### config.mk
export PLATFORM = sky130hd
export DESIGN_NAME = quadrature_encoder_speed_meter_top
export DESIGN_NICKNAME = d
export VERILOG_FILES = /design/src/qesm_pkg.sv /design/src/qesm_ctrl.sv /design/src/qesm_datapath.sv /design/src/quadrature_encoder_speed_meter_top.sv
export SDC_FILE = /design/constraint.sdc
export NUM_CORES = 1
export LEC_CHECK = 0
export BUFFER_PORTS_ARGS = -buffer_cell sky130_fd_sc_hd__buf_2
export CAP_MARGIN = 20
export CORE_UTILIZATION = 42
export CTS_CLUSTER_DIAMETER = 60
export CTS_CLUSTER_SIZE = 8
export DETAILED_ROUTE_END_ITERATION = 16
export PLACE_DENSITY = 0.56
export SETUP_SLACK_MARGIN = 0.15
export SYNTH_ARGS = -nofsm -noshare
export SYNTH_HDL_FRONTEND = slang
export SYNTH_SLANG_ARGS = --single-unit
### constraint.sdc
create_clock -name clk_i -period 19.25 [get_ports clk_i]
set_input_delay 0.9625 -clock clk_i [delete_from_list [all_inputs] [get_ports clk_i]]
set_output_delay 0.9625 -clock clk_i [all_outputs]
set_load 0.01 [all_outputs]
### src/qesm_pkg.sv
// Shared types and constants for the quadrature encoder speed meter.
package qesm_pkg;

  localparam int TIME_WIDTH_DEF  = 32;
  localparam int COUNT_WIDTH_DEF = 32;

  localparam int SCALE_W   = 32;
  localparam int DIV_CNT_W = $clog2(SCALE_W);
  localparam int CFG_IDX_W = 1;
  localparam int CFG_DW    = 32;

  localparam logic [CFG_IDX_W-1:0] CFG_INVERT = 1'b0;
  localparam logic [CFG_IDX_W-1:0] CFG_SCALE  = 1'b1;

  localparam logic [SCALE_W-1:0] SCALE_RESET = 32'd1000000;
  localparam logic [31:0]        SPEED_POS_MAX = 32'h7FFF_FFFF;
  localparam logic [31:0]        SPEED_NEG_MAX = 32'h8000_0000;

  typedef enum logic {
    CMD_EDGE  = 1'b0,
    CMD_QUERY = 1'b1
  } cmd_e;

  typedef enum logic [1:0] {
    ST_IDLE,
    ST_DIVIDE,
    ST_FINISH
  } state_e;

  typedef struct packed {
    cmd_e        cmd;
    logic        a_level;
    logic        b_level;
    logic [31:0] now_us;
  } in_t;

  typedef struct packed {
    logic signed [31:0] position_count;
    logic               moving_forward;
    logic               reversed;
    logic [31:0]        period_us;
    logic signed [31:0] speed;
    logic               speed_saturated;
  } out_t;

  typedef struct packed {
    logic accept;
    logic start_div;
    logic div_step;
    logic load_out;
  } ctrl_t;

  typedef struct packed {
    logic div_needed;
    logic div_last;
  } status_t;

endpackage

### src/qesm_ctrl.sv
// Controller state machine that sequences acceptance, division and result loading.
module qesm_ctrl
  import qesm_pkg::*;
(
  input  logic    clk_i,
  input  logic    rst_ni,
  input  logic    in_valid_i,
  output logic    in_ready_o,
  output logic    out_valid_o,
  input  logic    out_ready_i,
  input  status_t status_i,
  output ctrl_t   ctrl_o
);

  state_e state_q, state_d;
  logic   out_valid_q, out_valid_d;

  always_ff @(posedge clk_i or negedge rst_ni) begin
    if (!rst_ni) begin
      state_q     <= ST_IDLE;
      out_valid_q <= 1'b0;
    end else begin
      state_q     <= state_d;
      out_valid_q <= out_valid_d;
    end
  end

  always_comb begin
    state_d          = state_q;
    ctrl_o           = '0;
    in_ready_o       = 1'b0;
    case (state_q)
      ST_IDLE: begin
        in_ready_o = 1'b1;
        if (in_valid_i) begin
          ctrl_o.accept = 1'b1;
          if (status_i.div_needed) begin
            ctrl_o.start_div = 1'b1;
            state_d          = ST_DIVIDE;
          end else begin
            state_d = ST_FINISH;
          end
        end
      end
      ST_DIVIDE: begin
        ctrl_o.div_step = 1'b1;
        if (status_i.div_last) begin
          state_d = ST_FINISH;
        end
      end
      ST_FINISH: begin
        if (!out_valid_q || out_ready_i) begin
          ctrl_o.load_out = 1'b1;
          state_d         = ST_IDLE;
        end
      end
      default: begin
        state_d = ST_IDLE;
      end
    endcase
    out_valid_d = ctrl_o.load_out | (out_valid_q & ~out_ready_i);
  end

  assign out_valid_o = out_valid_q;

endmodule

### src/qesm_datapath.sv
// Datapath: encoder state, configuration, period selection, divider and output register.
module qesm_datapath
  import qesm_pkg::*;
#(
  parameter int TIME_WIDTH  = TIME_WIDTH_DEF,
  parameter int COUNT_WIDTH = COUNT_WIDTH_DEF
) (
  input  logic                 clk_i,
  input  logic                 rst_ni,
  input  logic                 cfg_we_i,
  input  logic [CFG_IDX_W-1:0] cfg_idx_i,
  input  logic [CFG_DW-1:0]    cfg_data_i,
  input  in_t                  in_i,
  input  ctrl_t                ctrl_i,
  output status_t              status_o,
  output out_t                 out_o
);

  logic                   invert_q;
  logic [SCALE_W-1:0]     scale_q;
  logic [COUNT_WIDTH-1:0] count_q;
  logic                   dir_up_q;
  logic                   rev_q;
  logic [TIME_WIDTH-1:0]  last_t_q;
  logic [TIME_WIDTH-1:0]  prior_t_q;

  logic [TIME_WIDTH-1:0]  now_t;
  logic [TIME_WIDTH-1:0]  interval;
  logic [TIME_WIDTH-1:0]  since;
  logic [TIME_WIDTH-1:0]  period;
  logic                   up;

  logic [TIME_WIDTH-1:0]  period_q;
  logic [TIME_WIDTH-1:0]  rem_q;
  logic [SCALE_W-1:0]     quo_q;
  logic [DIV_CNT_W-1:0]   cnt_q;
  logic                   divided_q;
  logic [31:0]            res_speed_q;
  logic                   res_sat_q;
  out_t                   out_q;

  logic [TIME_WIDTH:0]    trial;
  logic                   fits;
  logic [31:0]            fin_speed;
  logic                   fin_sat;

  assign now_t    = TIME_WIDTH'(in_i.now_us);
  assign interval = last_t_q - prior_t_q;
  assign since    = now_t - last_t_q;
  assign period   = (interval > since) ? interval : since;
  assign up       = in_i.a_level ^ in_i.b_level ^ invert_q;

  assign status_o.div_needed = (in_i.cmd == CMD_QUERY) && !rev_q && (period != '0);
  assign status_o.div_last   = (cnt_q == DIV_CNT_W'(SCALE_W - 1));

  assign trial = {rem_q, quo_q[SCALE_W-1]};
  assign fits  = trial >= {1'b0, period_q};

  always_ff @(posedge clk_i or negedge rst_ni) begin
    if (!rst_ni) begin
      invert_q  <= 1'b0;
      scale_q   <= SCALE_RESET;
      count_q   <= '0;
      dir_up_q  <= 1'b1;
      rev_q     <= 1'b0;
      last_t_q  <= '0;
      prior_t_q <= '0;
    end else begin
      if (cfg_we_i) begin
        case (cfg_idx_i)
          CFG_INVERT: invert_q <= cfg_data_i[0];
          CFG_SCALE:  scale_q  <= cfg_data_i[SCALE_W-1:0];
          default: ;
        endcase
      end
      if (ctrl_i.accept && in_i.cmd == CMD_EDGE) begin
        prior_t_q <= last_t_q;
        last_t_q  <= now_t;
        count_q   <= up ? count_q + 1'b1 : count_q - 1'b1;
        rev_q     <= (up != dir_up_q);
        dir_up_q  <= up;
      end
    end
  end

  always_ff @(posedge clk_i) begin
    if (ctrl_i.accept) begin
      divided_q <= ctrl_i.start_div;
      if (in_i.cmd == CMD_EDGE) begin
        period_q    <= '0;
        res_speed_q <= '0;
        res_sat_q   <= 1'b0;
      end else begin
        period_q <= period;
        if (!rev_q && period == '0) begin
          res_speed_q <= dir_up_q ? SPEED_POS_MAX : SPEED_NEG_MAX;
          res_sat_q   <= 1'b1;
        end else begin
          res_speed_q <= '0;
          res_sat_q   <= 1'b0;
        end
      end
    end
    if (ctrl_i.start_div) begin
      rem_q <= '0;
      quo_q <= scale_q;
      cnt_q <= '0;
    end else if (ctrl_i.div_step) begin
      rem_q <= fits ? TIME_WIDTH'(trial - {1'b0, period_q}) : trial[TIME_WIDTH-1:0];
      quo_q <= {quo_q[SCALE_W-2:0], fits};
      cnt_q <= cnt_q + 1'b1;
    end
    if (ctrl_i.load_out) begin
      out_q <= out_d();
    end
  end

  always_comb begin
    fin_speed = res_speed_q;
    fin_sat   = res_sat_q;
    if (divided_q) begin
      if (dir_up_q) begin
        if (quo_q > SPEED_POS_MAX) begin
          fin_speed = SPEED_POS_MAX;
          fin_sat   = 1'b1;
        end else begin
          fin_speed = quo_q;
          fin_sat   = 1'b0;
        end
      end else begin
        if (quo_q > SPEED_NEG_MAX) begin
          fin_speed = SPEED_NEG_MAX;
          fin_sat   = 1'b1;
        end else begin
          fin_speed = 32'd0 - quo_q;
          fin_sat   = 1'b0;
        end
      end
    end
  end

  function automatic out_t out_d();
    out_t r;
    r.position_count  = 32'(count_q);
    r.moving_forward  = dir_up_q;
    r.reversed        = rev_q;
    r.period_us       = 32'(period_q);
    r.speed           = fin_speed;
    r.speed_saturated = fin_sat;
    return r;
  endfunction

  assign out_o = out_q;

endmodule

### src/quadrature_encoder_speed_meter_top.sv
// Top level of the quadrature encoder speed meter.
// Usage: one x2-decoded encoder channel. Each input transaction on in_i is either an
// A-edge event (cmd = CMD_EDGE) carrying the A and B levels and a microsecond time,
// or a speed query (cmd = CMD_QUERY) carrying the current time. Every input
// transaction yields exactly one output transaction on out_o with the position count,
// direction, reversal flag, chosen period and signed speed.
// Sequence: an edge or a query that needs no division is accepted, then loaded into the
// output register. A query that divides is accepted, then runs 32 steps of the radix-2
// restoring divider that forms speed_scale / period, then is saturated and loaded into
// the output register. One item is processed at a time, so a new input is not accepted
// until the result of the previous one has been loaded into the output register.
// Reset clears the count, the edge times and the reversal mark, sets the direction to
// forward and speed_scale to one million. Configuration writes are taken whenever
// cfg_we_i is high and must only happen while the block is idle.
// When the receiver stalls, the result waits in the output register; the next input
// is still accepted and processed, and its result is held until the register frees.
module quadrature_encoder_speed_meter_top
  import qesm_pkg::*;
#(
  parameter int TIME_WIDTH  = TIME_WIDTH_DEF,
  parameter int COUNT_WIDTH = COUNT_WIDTH_DEF
) (
  input  logic                 clk_i,
  input  logic                 rst_ni,
  input  logic                 cfg_we_i,
  input  logic [CFG_IDX_W-1:0] cfg_idx_i,
  input  logic [CFG_DW-1:0]    cfg_data_i,
  input  logic                 in_valid_i,
  output logic                 in_ready_o,
  input  in_t                  in_i,
  output logic                 out_valid_o,
  input  logic                 out_ready_i,
  output out_t                 out_o
);

  ctrl_t   ctrl;
  status_t status;

  qesm_ctrl u_ctrl (
    .clk_i       (clk_i),
    .rst_ni      (rst_ni),
    .in_valid_i  (in_valid_i),
    .in_ready_o  (in_ready_o),
    .out_valid_o (out_valid_o),
    .out_ready_i (out_ready_i),
    .status_i    (status),
    .ctrl_o      (ctrl)
  );

  qesm_datapath #(
    .TIME_WIDTH  (TIME_WIDTH),
    .COUNT_WIDTH (COUNT_WIDTH)
  ) u_datapath (
    .clk_i      (clk_i),
    .rst_ni     (rst_ni),
    .cfg_we_i   (cfg_we_i),
    .cfg_idx_i  (cfg_idx_i),
    .cfg_data_i (cfg_data_i),
    .in_i       (in_i),
    .ctrl_i     (ctrl),
    .status_o   (status),
    .out_o      (out_o)
  );

endmodule
==> run_summary.xml, run 1 <==
<?xml version="1.0" encoding="UTF-8"?>
<metrics>
  <group name="cts">
    <metric name="clock_sink_count" unit="">338</metric>
    <metric name="path_clk_slew" unit="ps">50</metric>
    <metric name="tritoncts.num_buffers" unit="">52</metric>
    <metric name="cts_root_buf" unit="">clkbuf_16</metric>
    <metric name="clock_latency" unit="ps">620</metric>
    <metric name="postCtsResizedCells" unit="">0</metric>
    <metric name="cts_hold_buffers" unit="">0</metric>
    <metric name="clock_tree.htree_level_count" unit="">2</metric>
    <metric name="cts_setup_buffers" unit="">0</metric>
    <metric name="cts_tree" unit="">built</metric>
    <metric name="cts-root-to-sink-buffers" unit="">3</metric>
  </group>
  <group name="route">
    <metric name="antenna_violation_net_count_after_detailed_routing" unit="">0</metric>
    <metric name="detail_route.wirelength" unit="mm">56.7</metric>
    <metric name="drt_pass1_iterations" unit="">9</metric>
    <metric name="drt-wirelength-per-cell" unit="um">17.8</metric>
    <metric name="num_vias" unit="">17600</metric>
    <metric name="route.detailed.vias_per_inst" unit="">5.52</metric>
    <metric name="drtIter0Drc" unit="">1055</metric>
    <metric name="remaining_drc_errors" unit="">0</metric>
  </group>
  <group name="logic_synthesis">
    <metric name="yosys_register_bits" unit="">338</metric>
    <metric name="syn_nets" unit="">2556</metric>
    <metric name="post_synth_edffs" unit="">167</metric>
    <metric name="combined_area_of_all_synthesized_cells" unit="um2">21800</metric>
    <metric name="synth_area_per_inst" unit="um2">9.40</metric>
    <metric name="synth_area_leader_cell" unit="">edfxtp_1</metric>
    <metric name="yosysSeqAreaShare" unit="%">41.8</metric>
    <metric name="async_flop_share" unit="%">39.6</metric>
    <metric name="synthFlopType" unit="">edfxtp_1</metric>
    <metric name="post_synth_num_cell_types" unit="">90</metric>
    <metric name="synth.yosys.warnings" unit="">0</metric>
    <metric name="synth_top_cell_area_share" unit="%">23.0</metric>
    <metric name="netlist_top_cells_area" unit="">edfxtp_1, dfrtp_1, ha_1</metric>
    <metric name="post_synth_inst_count" unit="">2320</metric>
  </group>
  <group name="setup_path">
    <metric name="worst_setup_path_start_kind" unit="">flop</metric>
    <metric name="crit_type" unit="">reg -&gt; reg</metric>
    <metric name="critical-path-slowest-cell" unit="">a2111oi_0</metric>
    <metric name="worstPathRequired" unit="ps">19570</metric>
    <metric name="critical_path_buf_inv_count" unit="">3</metric>
    <metric name="worstPathArrival" unit="ps">8320</metric>
    <metric name="worst_setup_path_end_kind" unit="">flop</metric>
    <metric name="critPathMaxStageDelay" unit="ps">690</metric>
    <metric name="critical-path-top-delay-family" unit="">compound AO/OA/AOI/OAI gates</metric>
    <metric name="path_max_fanout" unit="">35</metric>
  </group>
  <group name="status">
    <metric name="status" unit="">finished clean</metric>
  </group>
  <group name="sta">
    <metric name="post_route_setup_tns" unit="ps">0</metric>
    <metric name="min_period" unit="ps">8000</metric>
    <metric name="final_min_period_over_clock_period" unit="%">41.6</metric>
    <metric name="worst_slew_pin_slew" unit="ps">1010</metric>
    <metric name="worst_slew_margin_rel" unit="%">32.6</metric>
    <metric name="achievable-frequency" unit="MHz">125</metric>
    <metric name="final_worst_clock_skew" unit="ps">48.8</metric>
    <metric name="setup_violators_final" unit="">0</metric>
    <metric name="post-route-worst-setup-slack" unit="ps">11250</metric>
    <metric name="timing.final.max_slew_violations" unit="">0</metric>
    <metric name="finalHoldViolations" unit="">0</metric>
    <metric name="whs" unit="ps">349</metric>
    <metric name="grt_setup_unrepaired" unit="">no</metric>
  </group>
  <group name="final_layout">
    <metric name="final_cell_mix" unit="">nand2_1, o21ai_0, buf_2</metric>
    <metric name="layout-area-overhead-vs-synth" unit="%">14.8</metric>
    <metric name="layout.area.seq" unit="um2">9120</metric>
    <metric name="multi_input_logic_area" unit="um2">11700</metric>
    <metric name="finish.net_count" unit="">2698</metric>
    <metric name="most_frequent_standard_cell_in_the_layout_excluding_fill_and_tap_cells" unit="">nand2_1</metric>
    <metric name="drive_gt1_share" unit="%">14.7</metric>
    <metric name="fillcell_total" unit="">4903</metric>
  </group>
  <group name="floorplan">
    <metric name="core-area" unit="um2">51300</metric>
    <metric name="dieArea" unit="um2">52800</metric>
    <metric name="die_height" unit="um">230</metric>
    <metric name="ioPinCount" unit="">174</metric>
    <metric name="rows" unit="">83</metric>
    <metric name="initial_utilization" unit="%">42.5</metric>
    <metric name="die_w" unit="um">230</metric>
  </group>
  <group name="grt">
    <metric name="global_route.overflow_total" unit="">0</metric>
    <metric name="grt_pass1_vias" unit="">16700</metric>
    <metric name="grt_start_max_net_pins" unit="">127</metric>
    <metric name="grt_antenna_before_repair" unit="">2</metric>
    <metric name="first_pass_grt_wire_length" unit="mm">90.6</metric>
    <metric name="track_usage" unit="%">21.3</metric>
  </group>
  <group name="placed_design">
    <metric name="hpwl" unit="mm">41.2</metric>
    <metric name="placement.setup.worst_slack" unit="ps">10690</metric>
    <metric name="place.gp.congestion" unit="">0.877</metric>
    <metric name="io_buffer_count" unit="">173</metric>
  </group>
  <group name="worst_hold_path">
    <metric name="worstHoldPathType" unit="">in -&gt; async</metric>
  </group>
  <group name="job">
    <metric name="drv_cap" unit="">0</metric>
  </group>
</metrics>
==> Yosys cell counts, drive strengths merged, types with 6 or more instances <==
library cell,n
dfstp,8
nand4,24
a221o,6
nor4,14
nand2b,31
dfxtp,37
nand3,38
a211o,6
buf,21
o21bai,15
edfxtp,167
a31oi,40
o31ai,12
o22ai,10
or4,9
a21o,59
clkbuf,82
a21oi,148
xor2,56
nor2b,26
inv,154
or3,18
a211oi,43
xnor2,64
ha,159
o21a,16
and4,11
o31a,7
nand2,231
nor2,160
o211ai,20
nor3,77
o211a,12
o21ai,207
and2,16
mux2,66
dfrtp,126
and3,16
or2,8
a21boi,18
==> path summary, 6_finish.rpt <==
| check | start | end | slack (ps) | cells after the start |
|---|---|---|---|---|
| min in group clk_i | u_datapath.cnt_q[4] | u_datapath.cnt_q[4] | 460 | 2 |
| max in group asynchronous | rst_ni | u_datapath.last_t_q[7] | 17370 | 2 |
| max | u_datapath.last_t_q[11] | u_datapath.quo_q[18] | 11250 | 25 |
| min reg2reg | u_datapath.cnt_q[4] | u_datapath.cnt_q[4] | 460 | 2 |
| min | rst_ni | u_datapath.scale_q[23] | 350 | 1 |
| max reg2reg | u_datapath.last_t_q[11] | u_datapath.quo_q[18] | 11250 | 25 |
==> through the flow <==
step / cell area, um2 / utilization [%] / std cells
floorplan: 21800 / - / 2320
global placement: 23300 / 45.3 / 3085
detailed placement: 23300 / 45.4 / 3086
CTS: 25000 / 48.7 / 3181
global route: 25000 / 48.8 / 3184
finish: 25000 / 48.8 / 3184
==> cell type report <==
type                            count  area share (%)
Multi-Input combinational cell   1725            46.8
Sequential cell                   338            36.4
Clock buffer                       84            5.80
Timing Repair Buffer              191            4.21
Tap cell                          680            3.40
Inverter                          154            2.31
Clock inverter                     11           0.990
Antenna cell                        1          0.0100
==> logic make-up (layout without fill, tap and decap cells) <==
| group | Yosys count | after routing | share of synthesized area (%) |
|---|---|---|---|
| adders and majority gates | 163 | 163 | 9.49 |
| AOI/OAI and AO/OA | 672 | 672 | 19.6 |
| muxes | 71 | 71 | 4.17 |
| and+or+nand+nor | 699 | 699 | 15.4 |
| buffers and inverters | 257 | 440 | 4.67 |
| DFF | 338 | 338 | 41.8 |
| xor gates and xnor gates | 120 | 120 | 4.82 |
| other | 0 | 1 | 0 |
==> metal layers <==
metal	wire, um	part of all wire [%]	track usage [%]	vias up
met5	11	0.019	0	-
met4	1340	2.4	6.06	2
met1	27600	49	30.2	8387
li1	-	-	-	8725
met2	25300	45	33.7	370
met3	2420	4.3	2.86	91
==> worst register-to-register path, stage by stage (launching register included) <==
cell	delay, ps
dfrtp_1	410
inv_1	80
ha_1	560
a21oi_1	150
o31ai_1	480
a22oi_1	230
o21ai_1	200
nand3_1	190
a211o_1	300
a21boi_1	270
or3_1	170
nand2_1	80
ha_1	300
nand4_1	150
nor4_1	410
nand4_1	150
nand2b_1	180
a22oi_2	660
buf_4	460
nand2_1	90
or4_1	510
a2111oi_0	690
o211ai_1	300
o21ai_1	330
o21ai_2	70
buf_4	310
==> flip-flops by register name (all words and copies together) (netlist names), 5 cells and up <==
signal	flops
u_datapath.cnt_q	5
u_datapath.count_q	32
u_datapath.last_t_q	32
u_datapath.out_o	99
u_datapath.period_q	32
u_datapath.prior_t_q	32
u_datapath.quo_q	32
u_datapath.rem_q	32
u_datapath.scale_q	32
Power of run 1 is not shown: default switching activity piles up to over one toggle a cycle in this logic, so the estimate is an artifact.
==> inputs of run 2 (changes only) <==
PLACE_DENSITY = 0.59   (was 0.56)
clock period = 6.4 ns   (was 19.25 ns; I/O delays follow)
==> run 2 against run 1 <==
Clock skew fell by 4.4 ps. Flip-flop and latch count unchanged. The flow now finishes with violations (design-rule violations). Sequential share of layout area down 2.1 points. Count of clock-buffer cells in the layout unchanged.
==> run_summary.xml, run 2 (synthesis gave the netlist of run 1 again) <==
<?xml version="1.0" encoding="UTF-8"?>
<metrics>
  <group name="route">
    <metric name="remaining_drc_errors" unit="">2</metric>
    <metric name="route.detailed.vias_per_inst" unit="">5.48</metric>
    <metric name="drtIter0Drc" unit="">1132</metric>
    <metric name="antenna_violation_net_count_after_detailed_routing" unit="">0</metric>
    <metric name="detail_route.wirelength" unit="mm">58.2</metric>
    <metric name="drt-wirelength-per-cell" unit="um">17.4</metric>
    <metric name="num_vias" unit="">18300</metric>
    <metric name="drt_pass1_iterations" unit="">11</metric>
  </group>
  <group name="final_layout">
    <metric name="final_cell_mix" unit="">nand2_1, o21ai_0, buf_2</metric>
    <metric name="drive_gt1_share" unit="%">18.9</metric>
    <metric name="layout-area-overhead-vs-synth" unit="%">22.0</metric>
    <metric name="most_frequent_standard_cell_in_the_layout_excluding_fill_and_tap_cells" unit="">nand2_1</metric>
    <metric name="fin_cells" unit="">3345</metric>
    <metric name="finish.net_count" unit="">2861</metric>
    <metric name="largest_register_ff_count" unit="">99</metric>
    <metric name="fillcell_total" unit="">4747</metric>
  </group>
  <group name="worst_hold_path">
    <metric name="worstHoldPathType" unit="">in -&gt; reg</metric>
    <metric name="min_path_cells" unit="">3</metric>
  </group>
  <group name="floorplan">
    <metric name="rows" unit="">83</metric>
    <metric name="dieArea" unit="um2">52800</metric>
    <metric name="die_height" unit="um">230</metric>
    <metric name="initial_utilization" unit="%">42.5</metric>
    <metric name="core-area" unit="um2">51300</metric>
    <metric name="die_w" unit="um">230</metric>
    <metric name="ioPinCount" unit="">174</metric>
  </group>
  <group name="setup_path">
    <metric name="critPathMaxStageDelay" unit="ps">560</metric>
    <metric name="critical-path-slowest-cell" unit="">or4_4</metric>
    <metric name="rrSetupSlack" unit="ps">300</metric>
    <metric name="worstPathArrival" unit="ps">6470</metric>
    <metric name="worst-r2r-cell-count" unit="">28</metric>
    <metric name="worst_setup_path_end_kind" unit="">flop</metric>
    <metric name="worst_path_most_repeated_cell" unit="">buf_4</metric>
    <metric name="rr_startpoint" unit="">u_datapath.last_t_q[24]</metric>
    <metric name="crit_type" unit="">reg -&gt; reg</metric>
    <metric name="timing.critical_path.to" unit="">u_datapath.quo_q[29]</metric>
    <metric name="path_max_fanout" unit="">9</metric>
    <metric name="worst_setup_path_start_kind" unit="">flop</metric>
    <metric name="r2r_end" unit="">u_datapath.quo_q[29]</metric>
    <metric name="cp_launch_point" unit="">u_datapath.last_t_q[24]</metric>
    <metric name="worstPathRequired" unit="ps">6760</metric>
  </group>
  <group name="sta">
    <metric name="worst_slew_margin_rel" unit="%">33.0</metric>
    <metric name="final_min_period_over_clock_period" unit="%">95.3</metric>
    <metric name="finalHoldViolations" unit="">0</metric>
    <metric name="final_worst_clock_skew" unit="ps">44.4</metric>
    <metric name="min_period" unit="ps">6100</metric>
    <metric name="worst_slew_pin_slew" unit="ps">1010</metric>
    <metric name="post_route_setup_tns" unit="ps">0</metric>
    <metric name="whs" unit="ps">43.7</metric>
    <metric name="timing.final.max_slew_violations" unit="">0</metric>
    <metric name="setup_violators_final" unit="">0</metric>
    <metric name="grt_setup_unrepaired" unit="">yes</metric>
    <metric name="achievable-frequency" unit="MHz">164</metric>
  </group>
  <group name="cts">
    <metric name="path_clk_slew" unit="ps">50</metric>
    <metric name="tritoncts.num_buffers" unit="">50</metric>
    <metric name="clock_tree.htree_level_count" unit="">2</metric>
    <metric name="cts_root_buf" unit="">clkbuf_16</metric>
    <metric name="cts_tree" unit="">built</metric>
    <metric name="clock_latency" unit="ps">610</metric>
    <metric name="cts-root-to-sink-buffers" unit="">3</metric>
    <metric name="clock_sink_count" unit="">338</metric>
  </group>
  <group name="status">
    <metric name="status" unit="">finished, violations left</metric>
    <metric name="violated_checks" unit="">design-rule violations</metric>
  </group>
  <group name="placed_design">
    <metric name="hpwl" unit="mm">42.3</metric>
    <metric name="io_buffer_count" unit="">173</metric>
    <metric name="numPlacedInstances" unit="">3169</metric>
    <metric name="place.gp.congestion" unit="">0.928</metric>
  </group>
  <group name="grt">
    <metric name="grt_start_max_net_pins" unit="">115</metric>
    <metric name="first_pass_grt_wire_length" unit="mm">91.9</metric>
    <metric name="grt_pass1_vias" unit="">17200</metric>
    <metric name="global_route.overflow_total" unit="">0</metric>
    <metric name="grt_antenna_before_repair" unit="">1</metric>
    <metric name="track_usage" unit="%">21.5</metric>
  </group>
  <group name="job">
    <metric name="drv_cap" unit="">0</metric>
  </group>
</metrics>
## run 2: worst min-delay path by stage
| stage | start | end | slack (ps) |
|---|---|---|---|
| 4_1_cts | out_ready_i | u_ctrl.out_valid_o | 20 |
| 3_5_place_dp | rst_ni | u_datapath.scale_q[23] | 390 |
| 2_1_floorplan | rst_ni | u_ctrl.out_valid_o | 20 |
| 6_report | out_ready_i | u_ctrl.out_valid_o | 40 |
| 5_1_grt | out_ready_i | u_ctrl.out_valid_o | 30 |
| 3_3_place_gp | rst_ni | u_datapath.scale_q[23] | 390 |
## run 2: layout make-up
| class | count | area [um2] | share of cell area, % |
|---|---|---|---|
| multi-input combinational | 1725 | 12000 | 45.1 |
| sequential | 338 | 9120 | 34.3 |
| timing repair buffer | 356 | 2480 | 9.34 |
| clock buffer | 84 | 1400 | 5.26 |
| tap | 680 | 851 | 3.20 |
| inverter | 154 | 578 | 2.17 |
| clock inverter | 7 | 163 | 0.612 |
| antenna | 1 | 2.50 | 0.00941 |
## run 2: what timing repair did
| item | 4_1_cts | 5_1_grt |
|---|---|---|
| buffers inserted | 0 | 17 |
| endpoints found under the setup margin | 54 | 107 |
| gates resized for setup | 4 | 58 |
| hold buffers | 65 | 0 |
| gates cloned | 0 | 2 |
| hold endpoints to repair | 127 | 0 |
| pin swaps | 0 | 25 |
## run 2: worst max-delay path: cells and delay by family (launching register included)
kind | cells | cell delay [ps]
xor+xnor | 1 | 270
fa+ha+maj | 2 | 490
mux | 1 | 290
flops | 1 | 400
compound gates | 7 | 1330
buf+inv | 6 | 860
simple gates | 11 | 2230
## run 2: metal layers
layer / GRT usage (%) / part of all wire, % / vias to the layer above
met5: 0 / 0 / -
met4: 6.19 / 2.4 / 0
met3: 3.36 / 5.2 / 93
met2: 33.5 / 45 / 484
met1: 30.7 / 48 / 8715
li1: - / - / 9045
## run 2: per-stage QoR
stage | worst slack, ps | util (%) | instance area [um2]
floorplan | 422 | - | 21800
global placement | -81.8 | 46.6 | 23900
detailed placement | -148 | 46.6 | 23900
CTS | 160 | 51.0 | 26100
global route | 76.3 | 51.8 | 26600
finish | 298 | 51.8 | 26600
Power of run 2 is left out for the same reason.
==> inputs of run 3 (changes only) <==
CORE_MARGIN = 4   (was not set)
==> run 3 against run 2 <==
The flow now finishes without violations. Non-clock buffer count rose by 26. Cell count up 0.81%. Clock skew shrank 0.78 ps. Via count increased by 0.55%. Routed wire length up 0.52%. Count of clock-buffer cells in the layout rose by 1. Critical path type unchanged. Critical endpoint is now u_datapath.quo_q[28].
==> run_summary.xml, run 3 (synthesis gave the netlist of run 1 again) <==
<?xml version="1.0" encoding="UTF-8"?>
<metrics>
  <group name="floorplan">
    <metric name="ioPinCount" unit="">174</metric>
    <metric name="initial_utilization" unit="%">42.5</metric>
    <metric name="die_w" unit="um">236</metric>
    <metric name="dieArea" unit="um2">55600</metric>
    <metric name="core-area" unit="um2">51300</metric>
    <metric name="rows" unit="">83</metric>
    <metric name="die_height" unit="um">236</metric>
  </group>
  <group name="setup_path">
    <metric name="critical-path-slowest-cell" unit="">or4_4</metric>
    <metric name="worst_setup_path_end_kind" unit="">flop</metric>
    <metric name="crit_type" unit="">reg -&gt; reg</metric>
    <metric name="path_max_fanout" unit="">16</metric>
    <metric name="worstPathRequired" unit="ps">6770</metric>
    <metric name="critical-path-top-delay-family" unit="">compound AO/OA/AOI/OAI gates</metric>
    <metric name="worst_setup_path_start_kind" unit="">flop</metric>
    <metric name="critical_path_buf_inv_count" unit="">4</metric>
    <metric name="critPathMaxStageDelay" unit="ps">550</metric>
    <metric name="worstPathArrival" unit="ps">6560</metric>
  </group>
  <group name="final_layout">
    <metric name="drive_gt1_share" unit="%">21.1</metric>
    <metric name="largest_register_ff_count" unit="">99</metric>
    <metric name="finish.net_count" unit="">2887</metric>
    <metric name="multi_input_logic_area" unit="um2">12200</metric>
    <metric name="final_cell_mix" unit="">nand2_1, o21ai_0, buf_2</metric>
    <metric name="fillcell_total" unit="">4687</metric>
    <metric name="most_frequent_standard_cell_in_the_layout_excluding_fill_and_tap_cells" unit="">nand2_1</metric>
    <metric name="layout-area-overhead-vs-synth" unit="%">24.1</metric>
    <metric name="layout.area.seq" unit="um2">9120</metric>
  </group>
  <group name="route">
    <metric name="route.detailed.vias_per_inst" unit="">5.47</metric>
    <metric name="drt-wirelength-per-cell" unit="um">17.3</metric>
    <metric name="num_vias" unit="">18400</metric>
    <metric name="remaining_drc_errors" unit="">0</metric>
    <metric name="antenna_violation_net_count_after_detailed_routing" unit="">0</metric>
    <metric name="drtIter0Drc" unit="">1181</metric>
    <metric name="drt_pass1_iterations" unit="">5</metric>
    <metric name="detail_route.wirelength" unit="mm">58.5</metric>
    <metric name="dr_wl_met2" unit="mm">26.8</metric>
    <metric name="detail_route.wirelength.met1" unit="mm">27.8</metric>
    <metric name="route.met3.wl" unit="mm">2.67</metric>
    <metric name="topRoutingLayerUsed" unit="">met4</metric>
  </group>
  <group name="sta">
    <metric name="whs" unit="ps">52.4</metric>
    <metric name="worst_slew_margin_rel" unit="%">36.6</metric>
    <metric name="timing.final.max_slew_violations" unit="">0</metric>
    <metric name="setup_violators_final" unit="">0</metric>
    <metric name="grt_setup_unrepaired" unit="">yes</metric>
    <metric name="final_min_period_over_clock_period" unit="%">96.7</metric>
    <metric name="final_worst_clock_skew" unit="ps">43.6</metric>
    <metric name="post_route_setup_tns" unit="ps">0</metric>
    <metric name="achievable-frequency" unit="MHz">161</metric>
    <metric name="worst_slew_pin_slew" unit="ps">952</metric>
    <metric name="min_period" unit="ps">6190</metric>
    <metric name="finalHoldViolations" unit="">0</metric>
  </group>
  <group name="cts">
    <metric name="tritoncts.num_buffers" unit="">50</metric>
    <metric name="cts_root_buf" unit="">clkbuf_16</metric>
    <metric name="cts_tree" unit="">built</metric>
    <metric name="cts-root-to-sink-buffers" unit="">3</metric>
    <metric name="clock_sink_count" unit="">338</metric>
    <metric name="path_clk_slew" unit="ps">50</metric>
    <metric name="clock_latency" unit="ps">610</metric>
    <metric name="clock_tree.htree_level_count" unit="">2</metric>
  </group>
  <group name="placed_design">
    <metric name="io_buffer_count" unit="">173</metric>
    <metric name="place.gp.congestion" unit="">0.901</metric>
    <metric name="hpwl" unit="mm">41.9</metric>
  </group>
  <group name="grt">
    <metric name="grt_pass1_vias" unit="">17400</metric>
    <metric name="grt_start_max_net_pins" unit="">126</metric>
    <metric name="first_pass_grt_wire_length" unit="mm">92.8</metric>
    <metric name="track_usage" unit="%">20.1</metric>
    <metric name="global_route.overflow_total" unit="">0</metric>
    <metric name="grt_antenna_before_repair" unit="">1</metric>
  </group>
  <group name="job">
    <metric name="drv_cap" unit="">0</metric>
  </group>
  <group name="worst_hold_path">
    <metric name="worstHoldPathType" unit="">in -&gt; reg</metric>
  </group>
  <group name="status">
    <metric name="status" unit="">finished clean</metric>
  </group>
</metrics>
[run 3: cell types whose count changed in the layout (fill, tap and decap cells not counted), moves of 3 or more]
| cell | delta |
|---|---|
| inv_1 | -4 |
| xnor2_1 | -4 |
| buf_16 | +3 |
| ha_4 | +4 |
| a21oi_1 | -3 |
| a21oi_2 | +3 |
| buf_6 | +4 |
| buf_4 | +21 |
| ha_2 | +4 |
| o21ai_1 | +3 |
| ha_1 | -8 |
| xnor2_2 | +4 |
| inv_2 | +4 |
[run 3: worst reg2reg max path: cells and delay by family (launching register included)]
kind                     cells  cell delay [ps]
AO/OA/AOI/OAI               11             2190
AND/OR/NAND/NOR              8             2030
buffers and inverters        4              620
adder cells (fa/ha/maj)      2              480
flip-flops                   1              390
XOR/XNOR                     1              280
[run 3: worst paths after layout]
kind                            cells past startpoint                      to  slack (ps)                    start
min in group asynchronous                           2  u_datapath.scale_q[22]         290                   rst_ni
worst min-delay path                                3      u_ctrl.out_valid_o          50              out_ready_i
worst max register to register                     26    u_datapath.quo_q[28]         210  u_datapath.last_t_q[18]
max in group asynchronous                           3  u_datapath.last_t_q[1]        4580                   rst_ni
worst max-delay path                               26    u_datapath.quo_q[28]         210  u_datapath.last_t_q[18]
worst min register to register                      2     u_datapath.cnt_q[4]         460      u_datapath.cnt_q[4]
[run 3: timing repair]
item | 4_1_cts | 5_1_grt
gates cloned | 2 | 0
pin swaps | 14 | 42
endpoints found under the setup margin | 90 | 107
endpoints found under the hold margin | 125 | 0
setup buffers | 8 | 26
resized for setup | 22 | 97
hold buffers | 65 | 0
[run 3: area by class of cell]
cell class / count / share of cell area (%)
inverter: 154 / 2.14
multi-input combinational: 1725 / 45.3
clock inverter: 7 / 0.504
sequential: 338 / 33.7
tap: 680 / 3.14
timing repair buffer: 382 / 10.1
clock buffer: 85 / 5.15
antenna: 1 / 0.00925
[run 3: layer usage]
| metal | global-route usage [%] | vias to the layer above |
|---|---|---|
| met5 | 0 | - |
| met4 | 4.88 | 0 |
| met3 | 2.96 | 87 |
| met2 | 31.9 | 433 |
| met1 | 29.0 | 8795 |
| li1 | - | 9123 |
[run 3: per-stage QoR]
step	cell area (um2)	util [%]	instances	worst slack, ps
global placement	24000	46.7	3176	-207
detailed placement	24000	46.7	3177	-248
finish	27100	52.7	3372	208
floorplan	21800	-	2320	422
CTS	26400	51.4	3344	153
global route	27100	52.7	3372	52.7
Power of run 3 is left out for the same reason.
